$ cat config.mk
export PLATFORM = sky130hd
export DESIGN_NAME = deadline_ordered_timer_queue
export DESIGN_NICKNAME = d
export VERILOG_FILES = /design/src/rtl/core/dotq_pkg.sv /design/src/rtl/core/dotq_ctrl.sv /design/src/rtl/core/dotq_dp.sv /design/src/rtl/core/deadline_ordered_timer_queue.sv
export SDC_FILE = /design/constraint.sdc
export NUM_CORES = 2
export LEC_CHECK = 0
export ABC_AREA = 1
export BUFFER_PORTS_ARGS = -buffer_cell sky130_fd_sc_hd__buf_2
export CAP_MARGIN = 5
export CORE_MARGIN = 5
export CORE_UTILIZATION = 55
export CTS_BUF_LIST = sky130_fd_sc_hd__clkbuf_8
export CTS_CLUSTER_DIAMETER = 30
export DETAILED_ROUTE_END_ITERATION = 8
export MAX_ROUTING_LAYER = met4
export PLACE_DENSITY_LB_ADDON = 0.25
export SYNTH_ARGS = -nofsm -noshare
export SYNTH_HDL_FRONTEND = slang
export SYNTH_HIERARCHICAL = 1
export SYNTH_SLANG_ARGS = --single-unit
$ cat constraint.sdc
create_clock -name clk_i -period 5.3 [get_ports clk_i]
set_clock_uncertainty 0.15 [all_clocks]
set_input_delay 1.59 -clock clk_i [delete_from_list [all_inputs] [get_ports clk_i]]
set_output_delay 1.59 -clock clk_i [all_outputs]
set_load 0.02 [all_outputs]
$ cat src/rtl/core/dotq_pkg.sv
// dotq_pkg: types, codes and constants shared by the timer queue modules.
// No dependencies; imported by the controller, the datapath, the top level and the checker.
`timescale 1ns / 1ps

package dotq_pkg;

  localparam int unsigned QUEUE_DEPTH_DEF = 16;
  localparam int unsigned TAG_BITS_DEF    = 16;
  localparam int unsigned MAX_RESULTS     = 16;

  localparam int unsigned TIME_W   = 32;
  localparam int unsigned TAG_W    = 16;
  localparam int unsigned PEND_W   = 5;
  localparam int unsigned FUNC_W   = 2;
  localparam int unsigned KIND_W   = 3;
  localparam int unsigned RESCNT_W = $clog2(MAX_RESULTS + 1);

  typedef enum logic [FUNC_W-1:0] {
    FUNC_INS_ABS   = 2'd0,
    FUNC_INS_DELAY = 2'd1,
    FUNC_TICK      = 2'd2,
    FUNC_CLEAR     = 2'd3
  } func_e;

  typedef enum logic [KIND_W-1:0] {
    KIND_INSERTED = 3'd0,
    KIND_REJECTED = 3'd1,
    KIND_DUE      = 3'd2,
    KIND_NOTHING  = 3'd3,
    KIND_CLEARED  = 3'd4
  } kind_e;

  typedef enum logic [1:0] {
    ST_IDLE,
    ST_PREP,
    ST_INS,
    ST_POP
  } state_e;

  // controller -> datapath
  typedef struct packed {
    logic  load;      // capture the input item
    logic  calc;      // form the deadline of an insert
    logic  tick_inc;  // advance the millisecond counter, restart result count
    logic  ins;       // insert into the sorted slots
    logic  pop;       // remove the head slot
    logic  clr;       // drop every task
    logic  emit;      // present a result next cycle
    kind_e kind;
    logic  last;
  } dp_cmd_t;

  // datapath -> controller
  typedef struct packed {
    func_e func;
    logic  full;
    logic  due;       // head task is due and the per-tick limit is not reached
    logic  due_last;  // the due task now at the head ends this tick
  } dp_status_t;

endpackage

$ cat src/rtl/core/dotq_ctrl.sv
// dotq_ctrl: sequencing state machine of the timer queue.
// Depends on dotq_pkg; drives the datapath by dp_cmd_t and reads dp_status_t.
`timescale 1ns / 1ps

module dotq_ctrl (
  input  logic                 clk_i,
  input  logic                 rst_ni,
  input  logic                 start_i,
  output logic                 busy_o,
  input  dotq_pkg::dp_status_t status_i,
  output dotq_pkg::dp_cmd_t    cmd_o
);
  import dotq_pkg::*;

  state_e state_q, state_d;

  always_ff @(posedge clk_i or negedge rst_ni) begin
    if (!rst_ni) begin
      state_q <= ST_IDLE;
    end else begin
      state_q <= state_d;
    end
  end

  always_comb begin
    state_d = state_q;
    cmd_o   = '0;
    cmd_o.kind = KIND_INSERTED;
    busy_o  = (state_q != ST_IDLE);
    case (state_q)
      ST_IDLE: begin
        if (start_i) begin
          cmd_o.load = 1'b1;
          state_d    = ST_PREP;
        end
      end
      ST_PREP: begin
        case (status_i.func)
          FUNC_INS_ABS, FUNC_INS_DELAY: begin
            cmd_o.calc = 1'b1;
            state_d    = ST_INS;
          end
          FUNC_TICK: begin
            cmd_o.tick_inc = 1'b1;
            state_d        = ST_POP;
          end
          default: begin
            cmd_o.clr  = 1'b1;
            cmd_o.emit = 1'b1;
            cmd_o.kind = KIND_CLEARED;
            cmd_o.last = 1'b1;
            state_d    = ST_IDLE;
          end
        endcase
      end
      ST_INS: begin
        cmd_o.emit = 1'b1;
        cmd_o.last = 1'b1;
        if (status_i.full) begin
          cmd_o.kind = KIND_REJECTED;
        end else begin
          cmd_o.ins  = 1'b1;
          cmd_o.kind = KIND_INSERTED;
        end
        state_d = ST_IDLE;
      end
      ST_POP: begin
        cmd_o.emit = 1'b1;
        if (status_i.due) begin
          cmd_o.pop  = 1'b1;
          cmd_o.kind = KIND_DUE;
          cmd_o.last = status_i.due_last;
          if (status_i.due_last) begin
            state_d = ST_IDLE;
          end
        end else begin
          // only reached before the first due task of this tick
          cmd_o.kind = KIND_NOTHING;
          cmd_o.last = 1'b1;
          state_d    = ST_IDLE;
        end
      end
      default: begin
        state_d = ST_IDLE;
      end
    endcase
  end

endmodule

$ cat src/rtl/core/dotq_dp.sv
// dotq_dp: sorted slot array, counters and result register of the timer queue.
// Depends on dotq_pkg; commanded by dotq_ctrl through dp_cmd_t.
`timescale 1ns / 1ps

module dotq_dp #(
  parameter int unsigned QUEUE_DEPTH = dotq_pkg::QUEUE_DEPTH_DEF,
  parameter int unsigned TAG_BITS    = dotq_pkg::TAG_BITS_DEF
) (
  input  logic                          clk_i,
  input  logic                          rst_ni,
  input  logic [dotq_pkg::FUNC_W-1:0]   func_i,
  input  logic [dotq_pkg::TIME_W-1:0]   time_value_i,
  input  logic [dotq_pkg::TAG_W-1:0]    task_tag_i,
  input  dotq_pkg::dp_cmd_t             cmd_i,
  output dotq_pkg::dp_status_t          status_o,
  output logic                          valid_o,
  output logic [dotq_pkg::KIND_W-1:0]   kind_o,
  output logic [dotq_pkg::TAG_W-1:0]    due_tag_o,
  output logic [dotq_pkg::TIME_W-1:0]   due_time_o,
  output logic [dotq_pkg::PEND_W-1:0]   pending_count_o,
  output logic                          is_last_o
);
  import dotq_pkg::*;

  localparam int unsigned CW = $clog2(QUEUE_DEPTH + 1);

  // captured item
  func_e               func_q;
  logic [TIME_W-1:0]   time_q;
  logic [TAG_BITS-1:0] tag_q;
  logic [TIME_W-1:0]   when_q;

  // control state
  logic [CW-1:0]       count_q;
  logic [TIME_W-1:0]   now_q;
  logic [RESCNT_W-1:0] n_q;

  // slot cells
  logic [TIME_W-1:0]   dl_q [QUEUE_DEPTH];
  logic [TAG_BITS-1:0] tg_q [QUEUE_DEPTH];
  logic [QUEUE_DEPTH-1:0] ins_at;
  logic [QUEUE_DEPTH-1:0] ins_prev;
  logic [TIME_W-1:0]   up_dl   [QUEUE_DEPTH];
  logic [TAG_BITS-1:0] up_tg   [QUEUE_DEPTH];
  logic [TIME_W-1:0]   down_dl [QUEUE_DEPTH];
  logic [TAG_BITS-1:0] down_tg [QUEUE_DEPTH];

  logic [TIME_W:0]     sum_w;
  logic [TIME_W-1:0]   sat_when;
  logic [CW-1:0]       count_inc;
  logic [CW-1:0]       count_dec;

  assign sum_w     = {1'b0, now_q} + {1'b0, time_q};
  assign sat_when  = sum_w[TIME_W] ? '1 : sum_w[TIME_W-1:0];
  assign count_inc = count_q + CW'(1);
  assign count_dec = count_q - CW'(1);

  always_ff @(posedge clk_i) begin
    if (cmd_i.load) begin
      func_q <= func_e'(func_i);
      time_q <= time_value_i;
      tag_q  <= TAG_BITS'(task_tag_i);
    end
    if (cmd_i.calc) begin
      when_q <= (func_q == FUNC_INS_DELAY) ? sat_when : time_q;
    end
  end

  always_ff @(posedge clk_i or negedge rst_ni) begin
    if (!rst_ni) begin
      count_q <= '0;
      now_q   <= '0;
      n_q     <= '0;
    end else begin
      if (cmd_i.clr) begin
        count_q <= '0;
      end else if (cmd_i.ins) begin
        count_q <= count_inc;
      end else if (cmd_i.pop) begin
        count_q <= count_dec;
      end
      if (cmd_i.tick_inc) begin
        if (now_q != '1) begin
          now_q <= now_q + TIME_W'(1);
        end
        n_q <= '0;
      end else if (cmd_i.pop) begin
        n_q <= n_q + RESCNT_W'(1);
      end
    end
  end

  // Each cell sees its neighbours only. Slots are sorted, so ins_at is a
  // run of zeros then ones: the first one takes the new task, the rest shift up.
  for (genvar g = 0; g < QUEUE_DEPTH; g++) begin : g_cell
    assign ins_at[g] = (CW'(g) >= count_q) || (dl_q[g] > when_q);
    if (g == 0) begin : g_head
      assign ins_prev[g] = 1'b0;
      assign up_dl[g]    = when_q;
      assign up_tg[g]    = tag_q;
    end else begin : g_body
      assign ins_prev[g] = ins_at[g-1];
      assign up_dl[g]    = dl_q[g-1];
      assign up_tg[g]    = tg_q[g-1];
    end
    if (g == QUEUE_DEPTH - 1) begin : g_tail
      assign down_dl[g] = dl_q[g];
      assign down_tg[g] = tg_q[g];
    end else begin : g_inner
      assign down_dl[g] = dl_q[g+1];
      assign down_tg[g] = tg_q[g+1];
    end

    always_ff @(posedge clk_i) begin
      if (cmd_i.ins && ins_at[g]) begin
        dl_q[g] <= ins_prev[g] ? up_dl[g] : when_q;
        tg_q[g] <= ins_prev[g] ? up_tg[g] : tag_q;
      end else if (cmd_i.pop) begin
        dl_q[g] <= down_dl[g];
        tg_q[g] <= down_tg[g];
      end
    end
  end

  always_comb begin
    status_o.func     = func_q;
    status_o.full     = (count_q == CW'(QUEUE_DEPTH));
    status_o.due      = (count_q != '0) && (dl_q[0] <= now_q)
                        && (n_q != RESCNT_W'(MAX_RESULTS));
    status_o.due_last = (n_q == RESCNT_W'(MAX_RESULTS - 1)) || (count_q == CW'(1))
                        || (dl_q[1] > now_q);
  end

  // result register: one cycle strobe
  always_ff @(posedge clk_i or negedge rst_ni) begin
    if (!rst_ni) begin
      valid_o <= 1'b0;
    end else begin
      valid_o <= cmd_i.emit;
    end
  end

  always_ff @(posedge clk_i) begin
    if (cmd_i.emit) begin
      kind_o    <= cmd_i.kind;
      is_last_o <= cmd_i.last;
      case (cmd_i.kind)
        KIND_INSERTED: begin
          due_tag_o       <= TAG_W'(tag_q);
          due_time_o      <= when_q;
          pending_count_o <= PEND_W'(count_inc);
        end
        KIND_REJECTED: begin
          due_tag_o       <= TAG_W'(tag_q);
          due_time_o      <= when_q;
          pending_count_o <= PEND_W'(count_q);
        end
        KIND_DUE: begin
          due_tag_o       <= TAG_W'(tg_q[0]);
          due_time_o      <= dl_q[0];
          pending_count_o <= PEND_W'(count_dec);
        end
        KIND_NOTHING: begin
          due_tag_o       <= '0;
          due_time_o      <= now_q;
          pending_count_o <= PEND_W'(count_q);
        end
        default: begin
          due_tag_o       <= '0;
          due_time_o      <= '0;
          pending_count_o <= '0;
        end
      endcase
    end
  end

endmodule

$ cat src/rtl/core/deadline_ordered_timer_queue.sv
// Channel   Handshake                         Fields
// command   start in, busy out; start & !busy  func_i, time_value_i, task_tag_i
// result    valid_o strobe, one cycle          kind_o, due_tag_o, due_time_o,
//                                              pending_count_o, is_last_o
//
// Insert: ST_PREP forms the deadline, then ST_INS writes the slot and emits the result;
// the insert compares every slot in parallel and shifts within the single ST_INS state.
// Clear: done in ST_PREP. Tick: ST_PREP advances the counter, then k due tasks (k up to 16), one per cycle
// from the head slot; a tick with nothing due gives one result of kind nothing.
// A new item may be accepted in the cycle its predecessor's last result shows.
// Reset clears the task count and the millisecond counter; slots need no clearing.
// Results cannot be stalled.
//
// Top level of the sorted timer queue: instantiates dotq_ctrl and dotq_dp, uses dotq_pkg.
`timescale 1ns / 1ps

module deadline_ordered_timer_queue #(
  parameter int unsigned QUEUE_DEPTH = dotq_pkg::QUEUE_DEPTH_DEF,
  parameter int unsigned TAG_BITS    = dotq_pkg::TAG_BITS_DEF
) (
  input  logic                          clk_i,
  input  logic                          rst_ni,
  input  logic                          start,
  output logic                          busy,
  input  logic [dotq_pkg::FUNC_W-1:0]   func_i,
  input  logic [dotq_pkg::TIME_W-1:0]   time_value_i,
  input  logic [dotq_pkg::TAG_W-1:0]    task_tag_i,
  output logic                          valid_o,
  output logic [dotq_pkg::KIND_W-1:0]   kind_o,
  output logic [dotq_pkg::TAG_W-1:0]    due_tag_o,
  output logic [dotq_pkg::TIME_W-1:0]   due_time_o,
  output logic [dotq_pkg::PEND_W-1:0]   pending_count_o,
  output logic                          is_last_o
);
  import dotq_pkg::*;

  dp_cmd_t    cmd;
  dp_status_t status;

  dotq_ctrl u_ctrl (
    .clk_i    (clk_i),
    .rst_ni   (rst_ni),
    .start_i  (start),
    .busy_o   (busy),
    .status_i (status),
    .cmd_o    (cmd)
  );

  dotq_dp #(
    .QUEUE_DEPTH (QUEUE_DEPTH),
    .TAG_BITS    (TAG_BITS)
  ) u_dp (
    .clk_i           (clk_i),
    .rst_ni          (rst_ni),
    .func_i          (func_i),
    .time_value_i    (time_value_i),
    .task_tag_i      (task_tag_i),
    .cmd_i           (cmd),
    .status_o        (status),
    .valid_o         (valid_o),
    .kind_o          (kind_o),
    .due_tag_o       (due_tag_o),
    .due_time_o      (due_time_o),
    .pending_count_o (pending_count_o),
    .is_last_o       (is_last_o)
  );

endmodule

After elaboration in Yosys (flattened, before gate mapping)
Memory sizes are Yosys's and may differ from the RTL's.
Cells that the tools add are included.
{"block": "word_totals", "reg_bits": 184, "memories": 2, "ramBits": 768, "out_inout_bits": 59, "romBits": 0, "latch_bits": 0}
{"name": "u_dp.dl_q", "words": 16, "width": 32, "read_ports": 16, "rd_clocked_by_memory_dff": 0, "write_ports": 16, "line": "dotq_dp.sv:39", "text": "logic [TIME_W-1:0] dl_q [QUEUE_DEPTH];"}
{"name": "u_dp.tg_q", "words": 16, "width": 16, "read_ports": 16, "rd_clocked_by_memory_dff": 0, "write_ports": 16, "line": "dotq_dp.sv:40", "text": "logic [TAG_BITS-1:0] tg_q [QUEUE_DEPTH];"}
{"block": "classes", "n_mul": 0, "add_sub_neg": 5, "n_mux": 156, "bitwise": 32, "n_eq_ne": 15, "n_div": 0, "n_lt_le_gt_ge": 34, "shifts": 0, "n_reduce_logical": 49}
{"op": "two-way mux 32 bit", "n": 33}
{"op": "> comparator 32 bit", "n": 17}
{"op": "two-way mux 16 bit", "n": 31}
{"op": "one-hot mux 32 bit (3 select lines)", "n": 1}
{"op": "two-way mux 1 bit", "n": 75}
{"op": "greater-or-equal comparator 4 x 5 -> 1 bit, first input constant", "n": 8}
{"op": "adder 32 x 32 -> 33 bit", "n": 1}
{"op": "adder 32 x 1 -> 32 bit, second input constant", "n": 1}
{"op": "less-or-equal comparator 32 bit", "n": 1}
{"op": "!= test 32 bit, second input constant", "n": 1}
{"op": "OR 1 bit", "n": 32}
{"op": "one-hot mux 16 bit (2 select lines)", "n": 1}
{"op": "one-hot mux 5 bit (3 select lines)", "n": 2}
{"op": "two-way mux 5 bit", "n": 5}
{"op": "greater-or-equal comparator 3 x 5 -> 1 bit, first input constant", "n": 4}
{"op": "logical AND 1 bit", "n": 18}
{"op": "logical OR 1 bit", "n": 18}
{"op": "adder 5 x 1 -> 5 bit, second input constant", "n": 2}
{"op": "greater-or-equal comparator 1 x 5 -> 1 bit, first input constant", "n": 2}
{"op": "greater-or-equal comparator 2 x 5 -> 1 bit, first input constant", "n": 2}
{"op": "two-way mux 2 bit", "n": 5}
{"op": "one-hot mux 2 bit (4 select lines)", "n": 1}
{"op": "equality test 2 bit, second input constant", "n": 3}
{"op": "equality test 3 x 2 -> 1 bit, second input constant", "n": 2}
{"op": "other kinds (19)", "n": 25}

Logic depth before layout (Yosys ltp)
An unclocked memory read counts as a cell.
{"block": "logic_depth", "ltp_word": 10, "ltp_mapped": 22, "mapped_depth_nobuf": 19}

Cells and area by module
Netlist, hierarchy kept.
{"mod": "dotq_dp", "n_inst": 1, "cells_each": 8680, "area_each_um2": 66364.9}
{"mod": "dotq_ctrl", "n_inst": 1, "cells_each": 36, "area_each_um2": 201.4}

Worst setup path after synthesis
No wires, ideal clock.
{"block": "synth_timing", "path_type": "reg-to-reg", "from": "register u_dp.when_q[23]", "to": "memory u_dp.dl_q[15][0], in the netlist u_dp/dl_q[1][224], enable pin", "path_buffers": 2, "arrival_ns": 4.403, "stages_incl_launch_ff": 13, "path_slack_ns": 0.278, "period_less_slack_ns": 5.022, "setup_time_ns": 0.470, "path_cell_list": "edfxtp_1 -> clkbuf_1 -> clkbuf_1 -> inv_1 -> ha_1 -> nand2_1 -> nor2_1 -> nand4_1 -> nor3_1 -> nand2_1 -> nand2_1 -> nand2_1 -> a21oi_1"}
{"element": "start: declaration", "line": "dotq_dp.sv:31", "text": "logic [TIME_W-1:0] when_q;"}
{"element": "start signal: assignment", "line": "dotq_dp.sv:65", "text": "when_q <= (func_q == FUNC_INS_DELAY) ? sat_when : time_q;"}
{"element": "end: declaration", "line": "dotq_dp.sv:39"}

==> results_dict.tcl <==
set metrics [dict create \
    worst_pin_slew_ps 1190 \
    hp-class "reg2reg" \
    placed_area_um2 69200 \
    synth_top_flop_cell "edfxtp_1" \
    path_cells "buf_4 -> inv_1 -> buf_4 -> ha_1 -> nand2_1 -> nor2_1 -> nand2_1 -> nor2_1 -> nand2_1 -> nand2_1 -> nand2_1 -> nand2_1 -> nand2_1 -> nand2_2 -> buf_12" \
    startpoint "u_dp/when_q[29]" \
    reg2reg_from "u_dp/when_q[29]" \
    multiInputGateArea_um2 34900 \
    hpwlAfterDp_um 195000 \
    syn_inst 8716 \
    cp.arrival_ps 5420 \
    cts_made_buffers 282 \
    final_common_cell "nand2_1" \
    cts.sinks 952 \
    dieArea_um2 128000 \
    cts_tree "yes" \
    ys_seq_area_share_pct 42.6 \
    async_reset_ff_share_pct 4.73 \
    min_to "u_dp/n_q[3]" \
    crit_family "simple AND/OR/NAND/NOR gates" \
    cts.path.max_buffers 4 \
    violations "design-rule violations" \
    fp.dieH_um 358 \
    timing.rr.end "u_dp/dl_q[0][99]" \
    post-route-period-util_pct 93.0 \
    final_hold_viol_count 0 \
    core-area_um2 120000 \
    wl_per_cell_um 26.3 \
    layout_common_cells "nand2_1, nand3_1, edfxtp_1, ha_1, inv_1" \
    hp-start "u_dp/n_q[3]" \
    firstDrtPassIters 9 \
    status "finished with violations" \
    vias 67000 \
    grt.total_usage_pct 44.1 \
    fill_cells 10800 \
    clk_pin_slew_ps 50 \
    synth-edff-count 907 \
    fmax_ghz 0.203 \
    rows 127 \
    gp_congestion 1.07 \
    clockRootBuffer "clkbuf_8" \
    r2r_cells 15 \
    crit_path_frequent_cell "nand2_1" \
    ys_ff_latch 952 \
    yosysWarnings 6 \
    synthesis.area_um2 66600 \
    ir_drop_uv 503 \
    powerDensity_nw_per_um2 700 \
    stdcell_area_um2 74900 \
    crit_slowest_cell "nand2_2" \
    cp.required_ps 5780 \
    nNetsFinal 9458 \
    fp.dieW_um 358 \
    worst-path-buf-inv 4 \
    setup_viol 0 \
    cp-end-kind "flop" \
    cts_setup_buffers 0 \
    drive_gt1_share_pct 9.02 \
    p_leak_uw 0.0358 \
    cpPeakStageDelay_ps 580 \
    pin_count 112 \
    htree_levels 5 \
    grt_setup_unrepaired "no" \
    tns_ps 0 \
    routed_wl_um 279000 \
    cts_hold_buf 0 \
    final_antenna_net_count 0 \
    synth_fp_nets 9387 \
    fin_crit_ps 4930 \
    grt-ovfl-total 0 \
    maxSlewHeadroom_pct 20.5 \
    drc_errors 2 \
    drtIter0Drc 10000 \
    startpoint_type "flop" \
    syn2layout_area_growth_pct 12.6 \
    start_util_pct 55.4 \
    maxCapViolCount 0 \
    first_global_vias 63000 \
    path_max_fanout 34 \
    finalMaxSlewViolations 0 \
    vias_per_cell 6.31 \
    grt_max_degree 126 \
    antenna_found_initial 11 \
    yosysUniqueCellTypes 45 \
    seq_area_um2 28400 \
    clk_latency_ps 1010 \
    io_buffer_count 111 \
    criticalPathCategory "reg2reg" \
    cts_resized 0 \
    whs_path_depth 1 \
    synth_area_per_cell_um2 7.64 \
    grt_pass1_wl_um 409000 \
    r2r_slack_ps 370 \
]
## logic make-up (layout without fill, tap and decap cells)
family	Yosys count	after routing	synth area share, %
DFF	952	952	42.6
other	0	8	0
and+or+nand+nor	5599	5599	34.8
adders and majority gates	618	618	11.6
xor gates and xnor gates	54	54	0.710
AOI/OAI and AO/OA	606	606	5.03
buffers and inverters	887	1163	5.23
## cells in the mapped netlist, types with 2 or more instances
cell type | instances | area, µm²
buf_1 | 67 | 251
o21ai_0 | 156 | 781
o221ai_1 | 36 | 315
nor2_2 | 3 | 18.8
nor4_1 | 8 | 50.1
buf_4 | 2 | 15.0
o21bai_1 | 2 | 15.0
nand3b_1 | 9 | 67.6
o21a_1 | 25 | 188
dfrtp_1 | 45 | 1130
nor3_1 | 43 | 215
o22ai_1 | 10 | 62.6
xnor2_1 | 16 | 140
xor2_1 | 38 | 333
ha_1 | 617 | 7720
nand3_1 | 1476 | 7390
a31oi_1 | 3 | 18.8
edfxtp_1 | 907 | 27200
clkbuf_1 | 389 | 1460
buf_2 | 116 | 581
a21oi_1 | 336 | 1680
nand4_1 | 55 | 344
nor2_1 | 283 | 1060
nand2_1 | 3711 | 13900
and3_1 | 2 | 12.5
a21o_1 | 23 | 173
inv_1 | 304 | 1140
inv_2 | 6 | 22.5
clkinv_1 | 2 | 7.51
o211ai_1 | 5 | 37.5
nand2_2 | 3 | 18.8
o21ai_1 | 5 | 25.0
## metal layers
metal  vias to the layer above  part of all wire (%)  GRT usage (%)  wire [µm]
met4                         0                   7.6           26.9      21100
met2                      5206                    41           61.9     115000
met3                      1140                    14           12.7      39900
met1                     31000                    37           56.3     103000
li1                      29600                     -              -          -
met5                         -                     0              -          0
## where the power goes
part           switching (µW)  internal (µW)  leakage, µW
logic                   18300           7300       0.0238
clock network            4140           6630      0.00310
registers                2990          13100      0.00898
total                   25400          27000       0.0358
## flip-flops by register name, summed over array words and instances (netlist names)
register / cells
u_dp/time_q: 32
u_dp/now_q: 32
u_dp/due_tag_o: 16
u_dp/func_q: 2
u_dp/due_time_o: 32
u_dp/when_q: 32
u_dp/pending_count_o: 5
u_dp/valid_o: 1
u_dp/tg_q: 256
u_dp/is_last_o: 1
u_dp/n_q: 5
u_ctrl/state_q: 2
u_dp/tag_q: 16
u_dp/count_q: 5
u_dp/kind_o: 3
u_dp/dl_q: 512
## worst max-delay path by stage
stage | end | cells past startpoint | slack, ps
final | u_dp/dl_q[0][99] | 15 | 370
after detailed placement | u_dp/tg_q[0][91] | 14 | 630
after global placement | u_dp/dl_q[0][40] | 14 | 720
after floorplan | u_dp/dl_q[1][224] | 12 | 280
after global routing | u_dp/tg_q[1][92] | 15 | 300
after CTS | u_dp/dl_q[0][162] | 14 | 570
## through the flow
step                setup WS [ps]  hold slack (ps)  std cells  power (µW)  util [%]
CTS                           570              313      10600       51400      62.3
global route                  304              343      10600       55300      62.4
detailed placement            627              306      10100       40500      57.6
finish                        368              317      10600       52400      62.4
floorplan                     278              283       8716       31100         -
global placement              715              300      10100       39900      57.6
## cell type report
| type | instances | share of cell area (%) |
|---|---|---|
| Sequential cell | 952 | 37.9 |
| Tap cell | 1612 | 2.69 |
| Multi-Input combinational cell | 6877 | 46.6 |
| Clock inverter | 195 | 2.25 |
| Inverter | 313 | 1.57 |
| Clock buffer | 294 | 5.40 |
| Timing Repair Buffer | 361 | 3.60 |
| Antenna cell | 8 | 0.0267 |
(Power assumes the default switching activity.)
